$ cat config.mk
export PLATFORM = sky130hd
export DESIGN_NAME = hopper_phase_pd_controller
export DESIGN_NICKNAME = d
export VERILOG_FILES = /design/src/sv/hpc_pkg.sv /design/src/sv/hpc_regs.sv /design/src/sv/hpc_ctrl.sv /design/src/sv/hpc_dp.sv /design/src/sv/hopper_phase_pd_controller.sv
export SDC_FILE = /design/constraint.sdc
export NUM_CORES = 2
export LEC_CHECK = 0
export BUFFER_PORTS_ARGS = -buffer_cell sky130_fd_sc_hd__buf_2
export CAP_MARGIN = 0
export CORE_ASPECT_RATIO = 1.1
export CORE_MARGIN = 2
export CORE_UTILIZATION = 30
export CTS_CLUSTER_SIZE = 14
export DETAILED_ROUTE_END_ITERATION = 8
export PLACE_DENSITY = 0.49
export SLEW_MARGIN = 20
export SYNTH_ARGS = -nofsm -noshare
export SYNTH_HDL_FRONTEND = slang
export SYNTH_SLANG_ARGS = --single-unit
export TNS_END_PERCENT = 50
$ cat constraint.sdc
create_clock -name clk_i -period 20.1 [get_ports clk_i]
set_clock_uncertainty 0.2 [all_clocks]
set_input_delay 1.005 -clock clk_i [delete_from_list [all_inputs] [get_ports clk_i]]
set_output_delay 1.005 -clock clk_i [all_outputs]
set_load 0.01 [all_outputs]
$ cat src/sv/hpc_pkg.sv
// ----------------------------------------------------------------------------
// hpc_pkg
// Types, register map and constants of the hopper phase PD controller.
// ----------------------------------------------------------------------------
package hpc_pkg;

  localparam int unsigned AddrW   = 5;
  localparam int unsigned DataW   = 32;
  localparam int unsigned LenW    = 18;
  localparam int unsigned ForceW  = 24;
  localparam int unsigned GainW   = 16;
  localparam int unsigned TorqueW = 48;
  localparam int unsigned FracW   = 16;
  localparam int unsigned ErrW    = 49;
  localparam int unsigned MulW    = 33;
  localparam int unsigned ProdW   = 66;
  localparam int unsigned AccW    = 68;
  localparam int unsigned SplitW  = 24;

  localparam logic signed [ErrW-1:0] OneQ16 = ErrW'(65536);

  localparam logic [1:0] JOINT_ROLL   = 2'd0;
  localparam logic [1:0] JOINT_PITCH  = 2'd1;
  localparam logic [1:0] JOINT_PISTON = 2'd2;

  typedef enum logic [2:0] {
    PH_FLIGHT      = 3'd0,
    PH_LOADING     = 3'd1,
    PH_COMPRESSION = 3'd2,
    PH_THRUST      = 3'd3,
    PH_UNLOADING   = 3'd4
  } phase_e;

  typedef enum logic [2:0] {
    REG_COMPRESS_LENGTH = 3'd0,
    REG_THRUST_LENGTH   = 3'd1,
    REG_EXTENDED_LENGTH = 3'd2,
    REG_THRUST_FORCE    = 3'd3,
    REG_POSITION_GAIN   = 3'd4,
    REG_VELOCITY_GAIN   = 3'd5,
    REG_ATTITUDE_GAIN   = 3'd6
  } reg_idx_e;

  typedef enum logic [1:0] {
    MUL_ATT = 2'd0,
    MUL_LO  = 2'd1,
    MUL_HI  = 2'd2
  } mul_sel_e;

  typedef enum logic [2:0] {
    ST_IDLE = 3'd0,
    ST_ATT  = 3'd1,
    ST_ERR  = 3'd2,
    ST_LO   = 3'd3,
    ST_HI   = 3'd4,
    ST_SUM  = 3'd5,
    ST_DONE = 3'd6
  } ctrl_state_e;

  typedef struct packed {
    logic                     foot_contact;
    logic signed [DataW-1:0]  vertical_velocity;
    logic signed [DataW-1:0]  roll_angle;
    logic signed [DataW-1:0]  pitch_angle;
    logic signed [DataW-1:0]  roll_position;
    logic signed [DataW-1:0]  pitch_position;
    logic signed [DataW-1:0]  piston_position;
    logic signed [DataW-1:0]  roll_velocity;
    logic signed [DataW-1:0]  pitch_velocity;
    logic signed [DataW-1:0]  piston_velocity;
  } in_t;

  typedef struct packed {
    logic signed [TorqueW-1:0] roll_torque;
    logic signed [TorqueW-1:0] pitch_torque;
    logic signed [TorqueW-1:0] piston_force;
    logic [2:0]                phase;
  } out_t;

  typedef struct packed {
    logic [LenW-1:0]          compress_length;
    logic [LenW-1:0]          thrust_length;
    logic [LenW-1:0]          extended_length;
    logic signed [ForceW-1:0] thrust_force;
    logic [GainW-1:0]         position_gain;
    logic [GainW-1:0]         velocity_gain;
    logic signed [DataW-1:0]  attitude_gain;
  } cfg_t;

  localparam cfg_t CfgReset = '{
    compress_length: LenW'(62259),
    thrust_length:   LenW'(52429),
    extended_length: LenW'(63570),
    thrust_force:    ForceW'(327680),
    position_gain:   GainW'(2000),
    velocity_gain:   GainW'(500),
    attitude_gain:   DataW'(6553600)
  };

  typedef struct packed {
    logic       load;
    logic       mul_en;
    mul_sel_e   mul_sel;
    logic       err_en;
    logic       acc_en;
    logic       sum_en;
    logic       out_load;
    logic [1:0] joint;
  } dp_cmd_t;

  typedef struct packed {
    logic att_phase;
  } dp_status_t;

endpackage

$ cat src/sv/hpc_regs.sv
// ----------------------------------------------------------------------------
// hpc_regs
// APB configuration registers of the hopper phase PD controller.
// ----------------------------------------------------------------------------
module hpc_regs import hpc_pkg::*; (
  input  logic             clk_i,
  input  logic             rst_ni,
  input  logic             psel,
  input  logic             penable,
  input  logic             pwrite,
  input  logic [AddrW-1:0] paddr,
  input  logic [DataW-1:0] pwdata,
  output logic [DataW-1:0] prdata,
  output logic             pready,
  output cfg_t             cfg_o
);

  cfg_t     cfg_q, cfg_d;
  reg_idx_e idx;
  logic     wr_en;

  assign idx    = reg_idx_e'(paddr[AddrW-1:2]);
  assign wr_en  = psel && penable && pwrite;
  assign pready = 1'b1;
  assign cfg_o  = cfg_q;

  always_comb begin
    cfg_d = cfg_q;
    if (wr_en) begin
      case (idx)
        REG_COMPRESS_LENGTH: cfg_d.compress_length = pwdata[LenW-1:0];
        REG_THRUST_LENGTH:   cfg_d.thrust_length   = pwdata[LenW-1:0];
        REG_EXTENDED_LENGTH: cfg_d.extended_length = pwdata[LenW-1:0];
        REG_THRUST_FORCE:    cfg_d.thrust_force    = pwdata[ForceW-1:0];
        REG_POSITION_GAIN:   cfg_d.position_gain   = pwdata[GainW-1:0];
        REG_VELOCITY_GAIN:   cfg_d.velocity_gain   = pwdata[GainW-1:0];
        REG_ATTITUDE_GAIN:   cfg_d.attitude_gain   = pwdata;
        default: ;
      endcase
    end
  end

  always_comb begin
    case (idx)
      REG_COMPRESS_LENGTH: prdata = {{(DataW-LenW){1'b0}}, cfg_q.compress_length};
      REG_THRUST_LENGTH:   prdata = {{(DataW-LenW){1'b0}}, cfg_q.thrust_length};
      REG_EXTENDED_LENGTH: prdata = {{(DataW-LenW){1'b0}}, cfg_q.extended_length};
      REG_THRUST_FORCE:    prdata = {{(DataW-ForceW){1'b0}}, cfg_q.thrust_force};
      REG_POSITION_GAIN:   prdata = {{(DataW-GainW){1'b0}}, cfg_q.position_gain};
      REG_VELOCITY_GAIN:   prdata = {{(DataW-GainW){1'b0}}, cfg_q.velocity_gain};
      REG_ATTITUDE_GAIN:   prdata = cfg_q.attitude_gain;
      default:             prdata = '0;
    endcase
  end

  always_ff @(posedge clk_i or negedge rst_ni) begin
    if (!rst_ni) begin
      cfg_q <= CfgReset;
    end else begin
      cfg_q <= cfg_d;
    end
  end

endmodule

$ cat src/sv/hpc_ctrl.sv
// ----------------------------------------------------------------------------
// hpc_ctrl
// Sequencer: walks the three joints through the shared multiplier.
// ----------------------------------------------------------------------------
module hpc_ctrl import hpc_pkg::*; (
  input  logic       clk_i,
  input  logic       rst_ni,
  input  logic       in_valid_i,
  output logic       in_stall_o,
  output logic       out_valid_o,
  input  logic       out_stall_i,
  input  dp_status_t status_i,
  output dp_cmd_t    cmd_o
);

  ctrl_state_e state_q, state_d;
  logic [1:0]  joint_q, joint_d;
  logic        out_valid_q, out_valid_d;
  logic        out_free;
  logic        last_joint;

  assign out_free    = !out_valid_q || !out_stall_i;
  assign last_joint  = (joint_q == JOINT_PISTON);
  assign out_valid_o = out_valid_q;

  always_comb begin
    state_d = state_q;
    joint_d = joint_q;
    case (state_q)
      ST_IDLE: begin
        if (in_valid_i) begin
          state_d = ST_ATT;
          joint_d = JOINT_ROLL;
        end
      end
      ST_ATT: state_d = ST_ERR;
      ST_ERR: state_d = ST_LO;
      ST_LO:  state_d = ST_HI;
      ST_HI:  state_d = ST_SUM;
      ST_SUM: begin
        if (last_joint) begin
          state_d = ST_DONE;
        end else begin
          joint_d = joint_q + 2'd1;
          state_d = (status_i.att_phase && joint_q == JOINT_ROLL) ? ST_ATT : ST_ERR;
        end
      end
      ST_DONE: begin
        if (out_free) begin
          state_d = ST_IDLE;
        end
      end
      default: state_d = ST_IDLE;
    endcase
  end

  always_comb begin
    cmd_o         = '0;
    cmd_o.mul_sel = MUL_ATT;
    cmd_o.joint   = joint_q;
    in_stall_o    = (state_q != ST_IDLE);
    case (state_q)
      ST_IDLE: cmd_o.load = in_valid_i;
      ST_ATT: begin
        cmd_o.mul_en  = 1'b1;
        cmd_o.mul_sel = MUL_ATT;
      end
      ST_ERR: cmd_o.err_en = 1'b1;
      ST_LO: begin
        cmd_o.mul_en  = 1'b1;
        cmd_o.mul_sel = MUL_LO;
      end
      ST_HI: begin
        cmd_o.mul_en  = 1'b1;
        cmd_o.mul_sel = MUL_HI;
        cmd_o.acc_en  = 1'b1;
      end
      ST_SUM:  cmd_o.sum_en = 1'b1;
      ST_DONE: cmd_o.out_load = out_free;
      default: ;
    endcase
  end

  always_comb begin
    out_valid_d = out_valid_q;
    if (cmd_o.out_load) begin
      out_valid_d = 1'b1;
    end else if (!out_stall_i) begin
      out_valid_d = 1'b0;
    end
  end

  always_ff @(posedge clk_i or negedge rst_ni) begin
    if (!rst_ni) begin
      state_q     <= ST_IDLE;
      joint_q     <= JOINT_ROLL;
      out_valid_q <= 1'b0;
    end else begin
      state_q     <= state_d;
      joint_q     <= joint_d;
      out_valid_q <= out_valid_d;
    end
  end

endmodule

$ cat src/sv/hpc_dp.sv
// ----------------------------------------------------------------------------
// hpc_dp
// Datapath: hop phase register, shared 33x33 multiplier, PD accumulate
// and 48-bit saturation.
// ----------------------------------------------------------------------------
module hpc_dp import hpc_pkg::*; (
  input  logic       clk_i,
  input  logic       rst_ni,
  input  dp_cmd_t    cmd_i,
  input  cfg_t       cfg_i,
  input  in_t        in_i,
  output dp_status_t status_o,
  output out_t       out_o
);

  in_t                       in_q;
  phase_e                    phase_q, phase_d;
  logic                      entry_q, entry_d;
  logic signed [DataW:0]     q_s33, lim_comp, lim_thr, lim_ext;
  logic signed [DataW-1:0]   ang, pos, vel;
  logic signed [ErrW-1:0]    pos49, vel49, tgt49;
  logic signed [ErrW-1:0]    err_q, err_d;
  logic [GainW-1:0]          gain;
  logic signed [MulW-1:0]    mul_a, mul_b;
  logic signed [ProdW-1:0]   prod_q;
  logic signed [AccW-1:0]    acc_q, sum;
  logic signed [TorqueW-1:0] sat_val, torque_new;
  logic signed [TorqueW-1:0] roll_q, pitch_q, piston_q;
  out_t                      out_q;
  logic                      is_piston;

  assign q_s33    = {in_i.piston_position[DataW-1], in_i.piston_position};
  assign lim_comp = {{(DataW+1-LenW){1'b0}}, cfg_i.compress_length};
  assign lim_thr  = {{(DataW+1-LenW){1'b0}}, cfg_i.thrust_length};
  assign lim_ext  = {{(DataW+1-LenW){1'b0}}, cfg_i.extended_length};

  always_comb begin
    phase_d = phase_q;
    entry_d = entry_q;
    if (cmd_i.load) begin
      entry_d = 1'b0;
      case (phase_q)
        PH_LOADING: begin
          if (q_s33 < lim_comp) begin
            phase_d = PH_COMPRESSION;
          end
        end
        PH_COMPRESSION: begin
          if (q_s33 < lim_thr || in_i.piston_velocity[DataW-1]) begin
            phase_d = PH_THRUST;
            entry_d = 1'b1;
          end
        end
        PH_THRUST: begin
          if (q_s33 > lim_ext) begin
            phase_d = PH_UNLOADING;
          end
        end
        PH_UNLOADING: begin
          if (!in_i.foot_contact) begin
            phase_d = PH_FLIGHT;
          end
        end
        default: begin
          if (in_i.foot_contact && in_i.vertical_velocity[DataW-1]) begin
            phase_d = PH_LOADING;
          end
        end
      endcase
    end
  end

  assign status_o.att_phase = (phase_q == PH_COMPRESSION) || (phase_q == PH_THRUST);
  assign is_piston          = (cmd_i.joint == JOINT_PISTON);

  always_comb begin
    case (cmd_i.joint)
      JOINT_ROLL: begin
        ang = in_q.roll_angle;
        pos = in_q.roll_position;
        vel = in_q.roll_velocity;
      end
      JOINT_PITCH: begin
        ang = in_q.pitch_angle;
        pos = in_q.pitch_position;
        vel = in_q.pitch_velocity;
      end
      default: begin
        ang = in_q.pitch_angle;
        pos = in_q.piston_position;
        vel = in_q.piston_velocity;
      end
    endcase
  end

  assign gain  = (phase_q == PH_FLIGHT) ? cfg_i.position_gain : cfg_i.velocity_gain;
  assign pos49 = {{(ErrW-DataW){pos[DataW-1]}}, pos};
  assign vel49 = {{(ErrW-DataW){vel[DataW-1]}}, vel};
  assign tgt49 = {prod_q[2*DataW-1], prod_q[2*DataW-1:FracW]};

  always_comb begin
    case (phase_q)
      PH_LOADING:     err_d = is_piston ? '0 : -vel49;
      PH_COMPRESSION: err_d = is_piston ? -vel49 : tgt49 - vel49;
      PH_THRUST:      err_d = is_piston ? '0 : tgt49 - vel49;
      PH_UNLOADING:   err_d = -vel49;
      default:        err_d = is_piston ? OneQ16 - pos49 : -pos49;
    endcase
  end

  always_comb begin
    case (cmd_i.mul_sel)
      MUL_ATT: begin
        mul_a = {cfg_i.attitude_gain[DataW-1], cfg_i.attitude_gain};
        mul_b = {ang[DataW-1], ang};
      end
      MUL_LO: begin
        mul_a = {{(MulW-GainW){1'b0}}, gain};
        mul_b = {{(MulW-SplitW){1'b0}}, err_q[SplitW-1:0]};
      end
      MUL_HI: begin
        mul_a = {{(MulW-GainW){1'b0}}, gain};
        mul_b = {{(MulW-(ErrW-SplitW)){err_q[ErrW-1]}}, err_q[ErrW-1:SplitW]};
      end
      default: begin
        mul_a = '0;
        mul_b = '0;
      end
    endcase
  end

  assign sum = acc_q + (AccW'(prod_q) <<< SplitW);

  always_comb begin
    if ((&sum[AccW-1:TorqueW-1]) || !(|sum[AccW-1:TorqueW-1])) begin
      sat_val = sum[TorqueW-1:0];
    end else if (sum[AccW-1]) begin
      sat_val = {1'b1, {(TorqueW-1){1'b0}}};
    end else begin
      sat_val = {1'b0, {(TorqueW-1){1'b1}}};
    end
  end

  always_comb begin
    if (is_piston && phase_q == PH_THRUST && entry_q) begin
      torque_new = {{(TorqueW-ForceW){cfg_i.thrust_force[ForceW-1]}}, cfg_i.thrust_force};
    end else begin
      torque_new = sat_val;
    end
  end

  assign out_o = out_q;

  always_ff @(posedge clk_i or negedge rst_ni) begin
    if (!rst_ni) begin
      phase_q <= PH_FLIGHT;
      entry_q <= 1'b0;
    end else begin
      phase_q <= phase_d;
      entry_q <= entry_d;
    end
  end

  always_ff @(posedge clk_i) begin
    if (cmd_i.load) begin
      in_q <= in_i;
    end
    if (cmd_i.mul_en) begin
      prod_q <= ProdW'(mul_a) * ProdW'(mul_b);
    end
    if (cmd_i.err_en) begin
      err_q <= err_d;
    end
    if (cmd_i.acc_en) begin
      acc_q <= AccW'(prod_q);
    end
    if (cmd_i.sum_en) begin
      case (cmd_i.joint)
        JOINT_ROLL:  roll_q   <= torque_new;
        JOINT_PITCH: pitch_q  <= torque_new;
        default:     piston_q <= torque_new;
      endcase
    end
    if (cmd_i.out_load) begin
      out_q.roll_torque  <= roll_q;
      out_q.pitch_torque <= pitch_q;
      out_q.piston_force <= piston_q;
      out_q.phase        <= phase_q;
    end
  end

endmodule

$ cat src/sv/hopper_phase_pd_controller.sv
// ----------------------------------------------------------------------------
// Hopper phase PD controller
// One input word per control tick: foot contact, body vertical velocity,
// roll/pitch attitude and position/velocity of the roll, pitch and piston
// joints. The block steps the hop phase (flight, loading, compression,
// thrust, unloading) at most once and returns one output word with the
// three saturated joint torques and the new phase.
// Both channels use valid/stall; a word moves when valid is high and stall
// low. Gains and phase thresholds sit in APB registers at 4*index.
// The next word is taken only after the current result is loaded into the
// output register. One 33x33 multiplier is shared by all joints and is used
// two or three times per joint.
// A finished word waits in the output register while the receiver stalls;
// the block takes the next input meanwhile and holds its own result until
// the register frees. Reset returns to flight and loads the default gains.
// ----------------------------------------------------------------------------
module hopper_phase_pd_controller import hpc_pkg::*; (
  input  logic             clk_i,
  input  logic             rst_ni,
  input  logic             in_valid_i,
  output logic             in_stall_o,
  input  in_t              in_data_i,
  output logic             out_valid_o,
  input  logic             out_stall_i,
  output out_t             out_data_o,
  input  logic             psel,
  input  logic             penable,
  input  logic             pwrite,
  input  logic [AddrW-1:0] paddr,
  input  logic [DataW-1:0] pwdata,
  output logic [DataW-1:0] prdata,
  output logic             pready
);

  cfg_t       cfg;
  dp_cmd_t    cmd;
  dp_status_t status;

  hpc_regs u_regs (
    .clk_i   (clk_i),
    .rst_ni  (rst_ni),
    .psel    (psel),
    .penable (penable),
    .pwrite  (pwrite),
    .paddr   (paddr),
    .pwdata  (pwdata),
    .prdata  (prdata),
    .pready  (pready),
    .cfg_o   (cfg)
  );

  hpc_ctrl u_ctrl (
    .clk_i       (clk_i),
    .rst_ni      (rst_ni),
    .in_valid_i  (in_valid_i),
    .in_stall_o  (in_stall_o),
    .out_valid_o (out_valid_o),
    .out_stall_i (out_stall_i),
    .status_i    (status),
    .cmd_o       (cmd)
  );

  hpc_dp u_dp (
    .clk_i    (clk_i),
    .rst_ni   (rst_ni),
    .cmd_i    (cmd),
    .cfg_i    (cfg),
    .in_i     (in_data_i),
    .status_o (status),
    .out_o    (out_data_o)
  );

endmodule

==> impl_metrics.ini <==
[timing]
max-slew-margin-rel_pct = 16.3
tightestPinTransition_ps = 1220
finalHoldViolCount = 0
setup_viol = 0
rsz0062_at_grt = false
period_share_pct = 62.5
fmax_mhz = 79.6
finalSetupTns_ps = 0
period_minus_slack_ps = 12570
slew_violations = 0

[floorplanning]
die_h_um = 538
die_width_um = 490
initial_core_util_pct = 30.1
die_area_um2 = 263000
core_area_um2 = 258000
rows = 196
boundaryPins = 515

[critical_path]
startpoint_type = register
crit_path_top_delay_cell = xnor2_1
arrival_ps = 12790
crit_required_ps = 20320
cp_max_fo = 36
crit_type = register to register
rr_worst_depth = 34
cpPeakStageDelay_ps = 660
worst_setup_path_end_kind = register

[outcome]
status = finished, final reports clean

[clock_network]
cts_tree = yes
numCtsBuffers = 99
cts_root_buffer = clkbuf_16
postCtsSetupBuffers = 0
clock_sinks = 880
hold_buffers = 0
cts_resized = 0
clk_pin_slew_worst_paths_ps = 70
clock_latency_ps = 750
htreeDepth = 3
clockBufferDepth = 3

[logic_synthesis]
synth_edf_count = 728
mappedNetlistArea_um2 = 77800
synthArstFlopShare_pct = 17.3
ys.flop_type = edfxtp_1
synth_seq_cells = 880
yosysWarnings = 0
yosysUniqueCellTypes = 91
synth_cells = 7257
avgSynthCellArea_um2 = 10.7
syn_nets = 9079
synth_seq_area_share_pct = 33.1

[global_routing]
grt_usage_pct = 21.0
grt_max_degree = 88
overflow = 0
grt_first_pass_wirelength_mm = 402
antenna_found_initial = 26
grt_pass1_vias = 58270

[cells_and_area]
drive_gt1_share_pct = 13.8
fillerInstances = 26263
area_growth_pct = 13.5
fin_nets = 9462
layout_commonest_cell = inv_1
final_cell_mix = 1289 x inv_1, 1123 x fa_1, 798 x nor2_1

[drt]
totalWireLength_mm = 278
drt_pass1_iterations = 6
antenna_left = 0
via_per_inst = 4.98
wl_per_cell_um = 24.9
drt-initial-drc-count = 4370
drc_errors = 0
vias = 55785

[worst_hold_path]
worst_hold_path_type = primary input to asynchronous set/reset pin

[place]
dpl.hpwl_mm = 217
place.gp.congestion = 0.917
portBuffers = 480

[flow_run]
drv_cap = 0
## layer usage
metal  up-vias  GRT usage (%)  wire (um)
met4        14           10.3      15500
met1     29026           26.1     110000
li1      24278              -          -
met5         -              0        101
met2      1948           35.9     136000
met3       519           2.94      16300
## area by class of cell
class	instances	area [um2]	share of cell area [%]
Multi-Input combinational cell	4748	46400	52.6
Sequential cell	880	25700	29.1
Inverter	1290	4840	5.49
Tap cell	3465	4340	4.91
Timing Repair Buffer	621	3470	3.93
Clock buffer	112	2550	2.88
Clock inverter	71	885	1.00
Antenna cell	7	17.5	0.0198
## flip-flops by register name (all words and copies together) (netlist names)
signal and cells:
u_dp.roll_q 48, u_dp.entry_q 1, u_ctrl.out_valid_o 1, u_dp.out_o 147, u_dp.piston_q 48, u_dp.prod_q 66, u_ctrl.state_q 3, u_dp.pitch_q 48
u_dp.acc_q 66, u_dp.in_q 256, u_dp.phase_q 3, u_regs.cfg_o 142, u_ctrl.joint_q 2, u_dp.err_q 49
## Yosys cell counts (all sizes together), types with 67 or more instances
master  instances  area [um2]
a21o          109         826
a21oi         237        1190
a22o           67         587
and2           72         450
clkbuf        299        1120
dfrtp         108        2700
edfxtp        728       21900
fa           1124       22500
ha            365        4570
inv          1289        4840
mux2          123        1390
nand2         623        2340
nor2          808        3040
o21ai         204        1020
xnor2         128        1120
xor2           68         596
## kinds of logic (layout without fill, tap and decap cells)
kind of cell             Yosys count  in the layout  share of synthesized area, %
other                              1              8                       0.00482
adder cells (fa/ha/maj)         1491           1491                          34.8
multiplexers                     198            198                          2.94
flip-flops                       880            880                          33.1
AND/OR/NAND/NOR                 1886           1886                          10.5
AO/OA/AOI/OAI                    976            976                          8.51
XOR/XNOR                         196            196                          2.21
buffers and inverters           1629           2094                          7.93
## through the flow
step	util [%]	hold WS, ps	setup WS, ps	cells	area (um2)
global route	34.1	175	7040	11193	88300
floorplan	-	200	5580	7257	77800
detailed placement	32.8	205	7660	11004	84800
finish	34.1	157	7530	11194	88300
global placement	32.8	202	7760	11004	84800
CTS	34.1	132	7620	11187	88200
## final timing paths
check	start	to	slack (ps)
max	u_ctrl.state_q[0]	u_dp.prod_q[64]	7530
min	rst_ni	u_ctrl.joint_q[0]	160
max reg2reg	u_ctrl.state_q[0]	u_dp.prod_q[64]	7530
min reg2reg	u_dp.piston_q[37]	u_dp.out_o[40]	210
max in group asynchronous	rst_ni	u_regs.cfg_o[83]	17970
min in group clk_i	u_dp.piston_q[37]	u_dp.out_o[40]	210
## worst max-delay path, delay by kind of cell, from the launching register on
family,cells,cell delay (ps)
fa+ha+maj,9,4720
buf+inv,9,2340
compound gates,10,2270
simple gates,5,1310
xor+xnor,1,660
flops,1,560
Power is not shown: default switching activity piles up to over one toggle a cycle in this logic, so the estimate is an artifact.
